File: config.mk
export PLATFORM = sky130hd
export DESIGN_NAME = reliable_request_retry_tracker_core_flat
export DESIGN_NICKNAME = d
export VERILOG_FILES = /design/src/rrt_pkg.sv /design/src/rrt_if.sv /design/src/reliable_request_retry_tracker_core.sv /design/src/flat_wrapper.sv
export SDC_FILE = /design/constraint.sdc
export NUM_CORES = 1
export LEC_CHECK = 0
export ABC_AREA = 1
export ABC_CLOCK_PERIOD_IN_PS = 12800
export BUFFER_PORTS_ARGS = -buffer_cell sky130_fd_sc_hd__clkbuf_2
export CAP_MARGIN = 25
export CORE_MARGIN = 2
export CORE_UTILIZATION = 35
export CTS_CLUSTER_DIAMETER = 100
export CTS_CLUSTER_SIZE = 24
export DETAILED_ROUTE_END_ITERATION = 10
export HOLD_SLACK_MARGIN = 0.15
export SLEW_MARGIN = 10
export SYNTH_ARGS = -nofsm -noshare
export SYNTH_HDL_FRONTEND = slang
export SYNTH_SLANG_ARGS = --single-unit
File: constraint.sdc
create_clock -name clk -period 12.8 [get_ports clk]
set_input_delay 0 -clock clk [delete_from_list [all_inputs] [get_ports clk]]
set_output_delay 0 -clock clk [all_outputs]
set_load 0.005 [all_outputs]
File: src/rrt_pkg.sv
// Types and constants shared by the request retry tracker.
`default_nettype none

package rrt_pkg;

    localparam int TIME_WIDTH = 64;

    typedef logic [TIME_WIDTH-1:0] time_t;

    typedef enum logic [1:0] {
        OP_BEGIN    = 2'd0,
        OP_POLL     = 2'd1,
        OP_RESPONSE = 2'd2,
        OP_CANCEL   = 2'd3
    } op_t;

    typedef enum logic [2:0] {
        ST_NOTHING = 3'd0,
        ST_BEGUN   = 3'd1,
        ST_REFUSED = 3'd2,
        ST_RETRY   = 3'd3,
        ST_FAILED  = 3'd4,
        ST_MATCHED = 3'd5
    } status_t;

    typedef struct packed {
        op_t         opcode;
        logic [7:0]  msg_type;
        logic [31:0] txn_id;
        logic [31:0] seq_no;
        logic [15:0] frame_len;
        logic [63:0] now_time;
        logic [63:0] wait_time;
        logic [31:0] retry_limit;
        logic        ack_flag;
        logic [15:0] res_code;
        logic [15:0] det_code;
    } req_t;

    typedef struct packed {
        status_t     status;
        logic        out_ack;
        logic [15:0] out_result;
        logic [15:0] out_detail;
        logic [31:0] retry_txn;
        logic [31:0] retry_seq;
        logic [31:0] retries_done_out;
    } rsp_t;

endpackage

`default_nettype wire

File: src/rrt_if.sv
// Valid/ready channel interfaces for tracker input items and results.
`default_nettype none

interface rrt_req_if;
    logic          valid;
    logic          ready;
    rrt_pkg::req_t data;

    modport source (output valid, output data, input ready);
    modport sink   (input valid, input data, output ready);
endinterface

interface rrt_rsp_if;
    logic          valid;
    logic          ready;
    rrt_pkg::rsp_t data;

    modport source (output valid, output data, input ready);
    modport sink   (input valid, input data, output ready);
endinterface

`default_nettype wire

File: src/reliable_request_retry_tracker_core.sv
// Stop-and-wait request retry tracker: one outstanding request, timeout and retry.
//
// channel  direction  payload  role
// req      in         req_t    begin / poll / response / cancel items
// rsp      out        rsp_t    one result beat per item
//
// Two-stage path: input register, then state update and result register.
// One item per cycle unless rsp stalls; the result is registered after in_reg.
// The cycle limit is the 64-bit deadline add and compare in the update stage.
// rst_n clears the request state and both valid flags; no warm-up needed.
// A stalled result holds; one more item can sit in the input register meanwhile.
`default_nettype none

module reliable_request_retry_tracker_core (
    input  wire logic  clk,
    input  wire logic  rst_n,
    rrt_req_if.sink    req,
    rrt_rsp_if.source  rsp
);

    logic          in_valid_reg;
    rrt_pkg::req_t in_reg;
    logic          out_valid_reg;
    rrt_pkg::rsp_t out_reg;

    logic          busy_reg;
    logic [7:0]    held_type_reg;
    logic [31:0]   held_txn_reg;
    logic [31:0]   held_seq_reg;
    rrt_pkg::time_t held_timeout_reg;
    logic [31:0]   held_limit_reg;
    logic [31:0]   retry_count_reg;
    rrt_pkg::time_t deadline_reg;

    logic          busy_next;
    logic [7:0]    held_type_next;
    logic [31:0]   held_txn_next;
    logic [31:0]   held_seq_next;
    rrt_pkg::time_t held_timeout_next;
    logic [31:0]   held_limit_next;
    logic [31:0]   retry_count_next;
    rrt_pkg::time_t deadline_next;
    rrt_pkg::rsp_t out_next;

    logic          advance;
    rrt_pkg::time_t now_t;
    rrt_pkg::time_t wait_t;
    rrt_pkg::time_t sum_t;
    logic          due;

    assign advance   = in_valid_reg && (!out_valid_reg || rsp.ready);
    assign req.ready = !in_valid_reg || advance;

    assign now_t  = in_reg.now_time[rrt_pkg::TIME_WIDTH-1:0];
    assign wait_t = in_reg.wait_time[rrt_pkg::TIME_WIDTH-1:0];
    assign sum_t  = now_t + ((in_reg.opcode == rrt_pkg::OP_BEGIN) ? wait_t : held_timeout_reg);
    assign due    = busy_reg && (now_t >= deadline_reg);

    always_comb
    begin
        busy_next         = busy_reg;
        held_type_next    = held_type_reg;
        held_txn_next     = held_txn_reg;
        held_seq_next     = held_seq_reg;
        held_timeout_next = held_timeout_reg;
        held_limit_next   = held_limit_reg;
        retry_count_next  = retry_count_reg;
        deadline_next     = deadline_reg;
        out_next          = '0;
        out_next.status   = rrt_pkg::ST_NOTHING;

        case (in_reg.opcode)
            rrt_pkg::OP_BEGIN:
            begin
                if (busy_reg || in_reg.frame_len == 16'd0 || wait_t == '0)
                begin
                    out_next.status = rrt_pkg::ST_REFUSED;
                end
                else
                begin
                    busy_next         = 1'b1;
                    held_type_next    = in_reg.msg_type;
                    held_txn_next     = in_reg.txn_id;
                    held_seq_next     = in_reg.seq_no;
                    held_timeout_next = wait_t;
                    held_limit_next   = in_reg.retry_limit;
                    retry_count_next  = 32'd0;
                    deadline_next     = sum_t;
                    out_next.status   = rrt_pkg::ST_BEGUN;
                end
            end
            rrt_pkg::OP_POLL:
            begin
                if (due)
                begin
                    if (retry_count_reg >= held_limit_reg)
                    begin
                        busy_next         = 1'b0;
                        held_type_next    = '0;
                        held_txn_next     = '0;
                        held_seq_next     = '0;
                        held_timeout_next = '0;
                        held_limit_next   = '0;
                        retry_count_next  = '0;
                        deadline_next     = '0;
                        out_next.status   = rrt_pkg::ST_FAILED;
                    end
                    else
                    begin
                        retry_count_next          = retry_count_reg + 32'd1;
                        deadline_next             = sum_t;
                        out_next.status           = rrt_pkg::ST_RETRY;
                        out_next.retry_txn        = held_txn_reg;
                        out_next.retry_seq        = held_seq_reg;
                        out_next.retries_done_out = retry_count_reg + 32'd1;
                    end
                end
            end
            rrt_pkg::OP_RESPONSE:
            begin
                if (busy_reg && in_reg.msg_type == held_type_reg
                    && in_reg.txn_id == held_txn_reg)
                begin
                    out_next.status     = rrt_pkg::ST_MATCHED;
                    out_next.out_ack    = in_reg.ack_flag;
                    out_next.out_result = in_reg.res_code;
                    out_next.out_detail = in_reg.det_code;
                    busy_next           = 1'b0;
                    held_type_next      = '0;
                    held_txn_next       = '0;
                    held_seq_next       = '0;
                    held_timeout_next   = '0;
                    held_limit_next     = '0;
                    retry_count_next    = '0;
                    deadline_next       = '0;
                end
            end
            default:
            begin
                busy_next         = 1'b0;
                held_type_next    = '0;
                held_txn_next     = '0;
                held_seq_next     = '0;
                held_timeout_next = '0;
                held_limit_next   = '0;
                retry_count_next  = '0;
                deadline_next     = '0;
            end
        endcase
    end

    always_ff @(posedge clk or negedge rst_n)
    begin
        if (!rst_n)
        begin
            in_valid_reg     <= 1'b0;
            out_valid_reg    <= 1'b0;
            busy_reg         <= 1'b0;
            held_type_reg    <= '0;
            held_txn_reg     <= '0;
            held_seq_reg     <= '0;
            held_timeout_reg <= '0;
            held_limit_reg   <= '0;
            retry_count_reg  <= '0;
            deadline_reg     <= '0;
        end
        else
        begin
            if (req.ready)
            begin
                in_valid_reg <= req.valid;
            end
            if (advance)
            begin
                out_valid_reg    <= 1'b1;
                busy_reg         <= busy_next;
                held_type_reg    <= held_type_next;
                held_txn_reg     <= held_txn_next;
                held_seq_reg     <= held_seq_next;
                held_timeout_reg <= held_timeout_next;
                held_limit_reg   <= held_limit_next;
                retry_count_reg  <= retry_count_next;
                deadline_reg     <= deadline_next;
            end
            else if (rsp.ready)
            begin
                out_valid_reg <= 1'b0;
            end
        end
    end

    always_ff @(posedge clk)
    begin
        if (req.valid && req.ready)
        begin
            in_reg <= req.data;
        end
        if (advance)
        begin
            out_reg <= out_next;
        end
    end

    assign rsp.valid = out_valid_reg;
    assign rsp.data  = out_reg;

    // retries only grow while below the limit
    a_count_bound: assert property (@(posedge clk) disable iff (!rst_n)
        retry_count_reg <= held_limit_reg)
        else $error("retry count above limit");

    a_idle_clear: assert property (@(posedge clk) disable iff (!rst_n)
        !busy_reg |-> (retry_count_reg == 32'd0 && deadline_reg == '0))
        else $error("idle tracker holds stale state");

    a_begin_busy: assert property (@(posedge clk) disable iff (!rst_n)
        (advance && out_next.status == rrt_pkg::ST_BEGUN) |=> busy_reg)
        else $error("begun request not outstanding");

    a_retry_count: assert property (@(posedge clk) disable iff (!rst_n)
        (rsp.valid && rsp.data.status == rrt_pkg::ST_RETRY)
            |-> rsp.data.retries_done_out != 32'd0)
        else $error("retry beat with zero count");

    a_ack_only_match: assert property (@(posedge clk) disable iff (!rst_n)
        (rsp.valid && rsp.data.status != rrt_pkg::ST_MATCHED)
            |-> (rsp.data.out_ack == 1'b0 && rsp.data.out_result == 16'd0
                 && rsp.data.out_detail == 16'd0))
        else $error("response codes on unmatched beat");

endmodule

`default_nettype wire
File: src/flat_wrapper.sv
// flat-port wrapper written by rule: the top's interface ports become plain ports
module reliable_request_retry_tracker_core_flat 
  (clk, rst_n, req_valid, req_data, req_ready, rsp_valid, rsp_data, rsp_ready);
  rrt_req_if req_i ();
  rrt_rsp_if rsp_i ();
  input  wire logic clk;
  input  wire logic rst_n;
  input wire logic [$bits(req_i.valid)-1:0] req_valid;
  input wire logic [$bits(req_i.data)-1:0] req_data;
  output wire logic [$bits(req_i.ready)-1:0] req_ready;
  output wire logic [$bits(rsp_i.valid)-1:0] rsp_valid;
  output wire logic [$bits(rsp_i.data)-1:0] rsp_data;
  input wire logic [$bits(rsp_i.ready)-1:0] rsp_ready;
  assign req_i.valid = req_valid;
  assign req_i.data = req_data;
  assign req_ready = req_i.ready;
  assign rsp_valid = rsp_i.valid;
  assign rsp_data = rsp_i.data;
  assign rsp_i.ready = rsp_ready;
  reliable_request_retry_tracker_core u_core (.clk(clk), .rst_n(rst_n), .req(req_i), .rsp(rsp_i));
endmodule
Yosys cells after proc, flatten, opt, wreduce, memory -nomap -nowiden

Index checks and enable logic that the tools add are counted.

Register bits after elaboration: 682
Bits in latches: 0
Memory bits (writable): 0
Bits in read-only memories: 0
Output and inout bits: 134
Word-level logic and storage cells: 101
Memories kept: 0

Add/subtract/negate cells: 2
$mul: 0
Divide/modulo/power cells: 0
Order comparisons: 2
Equality and inequality tests: 8
Shift-type cells: 0
Mux-type cells: 40
Bitwise logic cells: 2
Reduce and logical (&&, ||, !) cells: 19

Operators by type and width:

| kind                                                            | number |
|---|---|
| 64-bit two-way mux                                              | 8 |
| 32-bit case mux with 3 select lines                             | 4 |
| 64-bit case mux with 3 select lines                             | 2 |
| 32-bit two-way mux                                              | 9 |
| 64-bit adder                                                    | 1 |
| 64-bit greater-or-equal comparator                              | 1 |
| 64-bit logical NOT                                              | 1 |
| 36-bit two-way mux                                              | 1 |
| 32-bit by 1-bit adder with 32-bit output, second input constant | 1 |
| 32-bit equality test                                            | 1 |
| 32-bit greater-or-equal comparator                              | 1 |
| 8-bit two-way mux                                               | 4 |
| 8-bit case mux with 3 select lines                              | 1 |
| 16-bit logical NOT                                              | 1 |
| 3-bit case mux with 3 select lines                              | 1 |
| 8-bit equality test                                             | 1 |
| 1-bit two-way mux                                               | 6 |
| 3-bit two-way mux                                               | 2 |
| 2-bit by 1-bit != test with 1-bit output, second input constant | 3 |
| 1-bit logical AND                                               | 5 |
| 5-bit AND reduction                                             | 1 |
| 1-bit logical OR                                                | 4 |
| 4-bit AND reduction                                             | 1 |
| 1-bit case mux with 3 select lines                              | 1 |
| 10 further kinds                                                | 12 |

Depth between registers and ports, before layout

Depth after elaboration: 6
Depth in mapped cells: 25
Depth with buffers taken out: 22

Least setup slack after synthesis

No wires, ideal clock.

Path type: register to register
Start: register u_core.out_valid_reg, in the netlist u_core.rsp.valid
End: register u_core.held_limit_reg[21]
Library setup time: 0.117 ns
Data arrival time: 7.876 ns
Required time: 12.683 ns
Path slack: 4.807 ns
Cell stages (with the launch flop): 11
Path buffers: 2
Clock period less this slack: 7.993 ns
Cells stage by stage: dfrtp_1 > a21oi_1 > nand2_1 > inv_1 > nand2_1 > inv_2 > nand3_4 > buf_2 > buf_6 > nand2_1 > nand2_1

Longest elaborated chain between the ends: 4

RTL lines:

| item                          | RTL line                                   | RTL |
|---|---|---|
| start: declaration            | reliable_request_retry_tracker_core.sv:23  | `logic out_valid_reg;` |
| start signal: assignment      | reliable_request_retry_tracker_core.sv:157 | `out_valid_reg <= 1'b0;` |
| start signal: assignment      | reliable_request_retry_tracker_core.sv:175 | `out_valid_reg <= 1'b1;` |
| start signal: assignment      | reliable_request_retry_tracker_core.sv:187 | `out_valid_reg <= 1'b0;` |
| 1-bit logical NOT             | reliable_request_retry_tracker_core.sv:51  | `assign advance = in_valid_reg && (!out_valid_reg \|\| rsp.ready);` |
| 1-bit logical OR              | reliable_request_retry_tracker_core.sv:51  |  |
| 1-bit logical AND             | reliable_request_retry_tracker_core.sv:51  |  |
| net u_core.advance            | reliable_request_retry_tracker_core.sv:45  | `logic advance;` |
| 5-bit AND reduction (no line) | --                                         |  |
| end signal: assignment        | reliable_request_retry_tracker_core.sv:181 | `held_limit_reg <= held_limit_next;` |
| end: declaration              | reliable_request_retry_tracker_core.sv:31  | `logic [31:0] held_limit_reg;` |

The timed path passes the listed nets, and every way through them passes these cells.
A chain may end at the register's enable or synchronous reset.

Worst setup path in the final report

Start: register u_core.in_reg[282] in the netlist's numbering
End: register u_core.deadline_reg[60]

Longest elaborated chain between the ends: 6
Elaborated cells on any way between the ends: 13
Classes of those cells: add/sub: 1; eq/ne: 5; mux: 5; reduce/logical: 2

RTL lines:

| item                                | RTL line                                                                             | RTL |
|---|---|---|
| start: declaration                  | reliable_request_retry_tracker_core.sv:22                                            | `rrt_pkg::req_t in_reg;` |
| start signal: assignment            | reliable_request_retry_tracker_core.sv:196                                           | `in_reg <= req.data;` |
| 2-bit logical NOT                   | reliable_request_retry_tracker_core.sv:56, reliable_request_retry_tracker_core.sv:72 |  |
| 64-bit two-way mux                  | reliable_request_retry_tracker_core.sv:56                                            | `assign sum_t = now_t + ((in_reg.opcode == rrt_pkg::OP_BEGIN) ? wait_t : held_timeout_reg);` |
| 64-bit adder                        | reliable_request_retry_tracker_core.sv:56                                            |  |
| 64-bit two-way mux                  | reliable_request_retry_tracker_core.sv:96                                            | `if (retry_count_reg >= held_limit_reg)` |
| 64-bit two-way mux                  | reliable_request_retry_tracker_core.sv:94                                            | `if (due)` |
| 64-bit case mux with 3 select lines | reliable_request_retry_tracker_core.sv:72                                            | `case (in_reg.opcode)` |
| end signal: assignment              | reliable_request_retry_tracker_core.sv:183                                           | `deadline_reg <= deadline_next;` |
| end: declaration                    | reliable_request_retry_tracker_core.sv:33                                            | `rrt_pkg::time_t deadline_reg;` |

Parallel ways exist; a longest one is shown, timed or not. The select of a mux whose other input is x is not followed.

==> flow_summary.json <==
{
  "startpoint": "u_core.in_reg[282]",
  "power_uw": 6220,
  "setup_violations": 0,
  "path_class": "reg -> reg",
  "die_w_um": 330,
  "final_cell_area_um2": 47400,
  "cap_violations": 0,
  "routabilityCongestion": 0.962,
  "synth_area_leaders": "edfxtp_1, dfrtp_1, nand2_1",
  "route.detailed.drc": 0,
  "fill_cells": 10300,
  "power.density_nw_per_um2": 131,
  "r2r-end": "u_core.deadline_reg[60]",
  "drtIter0Drc": 2874,
  "coreArea_um2": 105000,
  "cp.arrival_ns": 5.84,
  "synth_seq_area_share_pct": 51.5,
  "vdd_ir_drop_max_mv": 0.116,
  "cts_inserted_buffers": 38,
  "numPlacedInstances": 6288,
  "yosysUniqueCellTypes": 39,
  "drt-pass1-iter-count": 6,
  "r2r-start": "u_core.in_reg[282]",
  "slew_violations": 0,
  "antenna_found_initial": 7,
  "die_area_um2": 109000,
  "grt_pass1_vias": 32600,
  "clock_latency_ns": 0.65,
  "slew_headroom_pct": 26.9,
  "min_period_ns": 5.33,
  "period_share_pct": 41.6,
  "reg2regPathDepth": 19,
  "synth_top_cell_by_area": "edfxtp_1",
  "tightestPinTransition_ns": 1.08,
  "grt_max_degree": 122,
  "r2r_slack_ns": 7.47,
  "clkSlewWorstSetupHoldPaths_ns": 0.10,
  "syn_nets": 5066,
  "p_leak_uw": 0.0231,
  "hold_violations": 0,
  "clockBufferDepth": 3,
  "postSynthCellCount": 4617,
  "cts_sinks": 682,
  "wl_per_cell_um": 18.3,
  "portBuffers": 420,
  "final_common_cell": "nand2_1",
  "cts_tree": "yes",
  "outcome": "finished clean",
  "vias": 33300,
  "htreeDepth": 2,
  "yosys_warnings": 0,
  "drive_gt1_share_pct": 9.36,
  "post_cts_buffers": 0,
  "drtAntennaViolNets": 0,
  "hold_class": "in -> reg",
  "drt_wl_total_mm": 127,
  "syn-cell-area_um2": 37200,
  "grt_usage_pct": 23.1,
  "required_ns": 13.31,
  "root_buffer": "clkbuf_16",
  "cp-end-kind": "register",
  "tns_ns": 0,
  "critical_path.max_fanout": 112,
  "final_cells": 6923,
  "start_util_pct": 35.3,
  "viasPerCell": 4.82,
  "largest_register_ffs": 155,
  "dieHeight_um": 330,
  "placed_area_um2": 40600,
  "ctsResizeCount": 0,
  "rsz0062_at_grt": "false",
  "mostFrequentLayoutCells": "nand2_1, inv_1, dlygate4sd3_1",
  "area_growth_pct": 27.6,
  "avgSynthCellArea_um2": 8.05,
  "ioPinCount": 421,
  "row_count": 119,
  "crit_path_end": "u_core.deadline_reg[60]",
  "final_nets": 5947,
  "hpwl_mm": 88.7,
  "fin_worst_skew_ns": 0.0484,
  "utilization_pct": 45.1,
  "gr-total-overflow": 0,
  "grt_pass1_wl_mm": 193,
  "synth_top_area_share_pct": 33.5,
  "max_freq_ghz": 0.188,
  "start_kind": "register",
  "synth_seq_cells": 682
}
## kinds of logic (layout without fill, tap and decap cells)
| family | count (synthesis) | count (layout) | synth area share [%] |
|---|---|---|---|
| other | 0 | 6 | 0 |
| xor gates and xnor gates | 66 | 66 | 1.55 |
| and+or+nand+nor | 2532 | 2532 | 28.4 |
| adders and majority gates | 162 | 162 | 5.47 |
| AOI/OAI and AO/OA | 229 | 229 | 3.20 |
| DFF | 682 | 682 | 51.5 |
| buffers and inverters | 946 | 1855 | 9.87 |
## layout make-up
type	instances	area (um2)	area share, %
inverters	781	2950	6.22
multi-input cells	2989	14400	30.4
clock inverters	9	135	0.285
clock buffers	59	1040	2.19
repair buffers	1006	8000	16.9
diodes	6	15.0	0.0316
well taps	1391	1740	3.67
flip-flops and latches	682	19100	40.4
## report_power, final
group	internal (uW)	leakage [uW]	switching [uW]	total, uW
registers	2660	0.00763	183	2850
logic	688	0.0149	1290	1980
clock network	592	0.000563	801	1390
total	3940	0.0231	2280	6220
## routing by layer
layer | vias to the layer above | global-route usage [%] | part of all wire [%] | wire length [um]
li1 | 16300 | - | - | -
met1 | 15800 | 31.6 | 44 | 56100
met2 | 1013 | 37.6 | 47 | 59100
met3 | 207 | 2.88 | 5.5 | 7030
met4 | 4 | 8.21 | 3.5 | 4500
met5 | - | 0 | 0.021 | 27
## worst max-delay path, cell delays in order (launching register included)
cell	delay, ns
edfxtp_1	0.48
nor2_4	0.04
buf_4	0.34
inv_8	0.49
buf_4	0.62
buf_4	0.76
nand2_1	0.09
o21ai_0	0.18
ha_1	0.41
nand2_1	0.11
nand2_1	0.11
o21bai_1	0.18
nor2_1	0.20
nand2_1	0.08
a21oi_1	0.35
nand3_1	0.16
nand4_1	0.12
nand2_1	0.07
nand2_1	0.08
nand2_1	0.07
## per-stage QoR
step	setup slack (ns)	hold slack (ns)
3_3_place_gp	7.55	0.0313
3_5_place_dp	7.58	0.0300
2_1_floorplan	4.81	-0.296
6_report	7.47	0.178
4_1_cts	7.55	0.153
5_1_grt	7.15	0.167
## worst min path at each step
stage / slack [ns] / to / depth (start not counted) / from
floorplan: -0.30 / u_core.busy_reg / 0 / rst_n
global placement: 0.03 / u_core.held_timeout_reg[29] / 1 / rst_n
detailed placement: 0.03 / u_core.held_timeout_reg[29] / 1 / rst_n
CTS: 0.15 / u_core.wait_t[11] / 2 / req_data[76]
global route: 0.17 / u_core.in_reg[273] / 2 / req_data[273]
finish: 0.18 / u_core.in_reg[273] / 2 / req_data[273]
## synthesized netlist by cell type (all sizes together)
library cell / number
nand3: 142
a21oi: 83
o21a: 5
or2: 2
clkinv: 1
clkbuf: 84
nor3: 77
nor4: 6
buf: 81
xor2: 23
nand2: 1554
nor2: 479
edfxtp: 415
fa: 1
dfrtp: 267
o21ai: 123
and2: 4
and3: 5
a21o: 2
xnor2: 43
nand4: 240
nand3b: 21
nor3b: 2
o22ai: 13
o21bai: 3
ha: 161
inv: 780
## timing repair
item / in CTS / in global routing
hold buffers: 557 / 0
endpoints found under the setup margin: 0 / 0
hold endpoints to repair: 384 / 0
(Power assumes the default switching activity.)
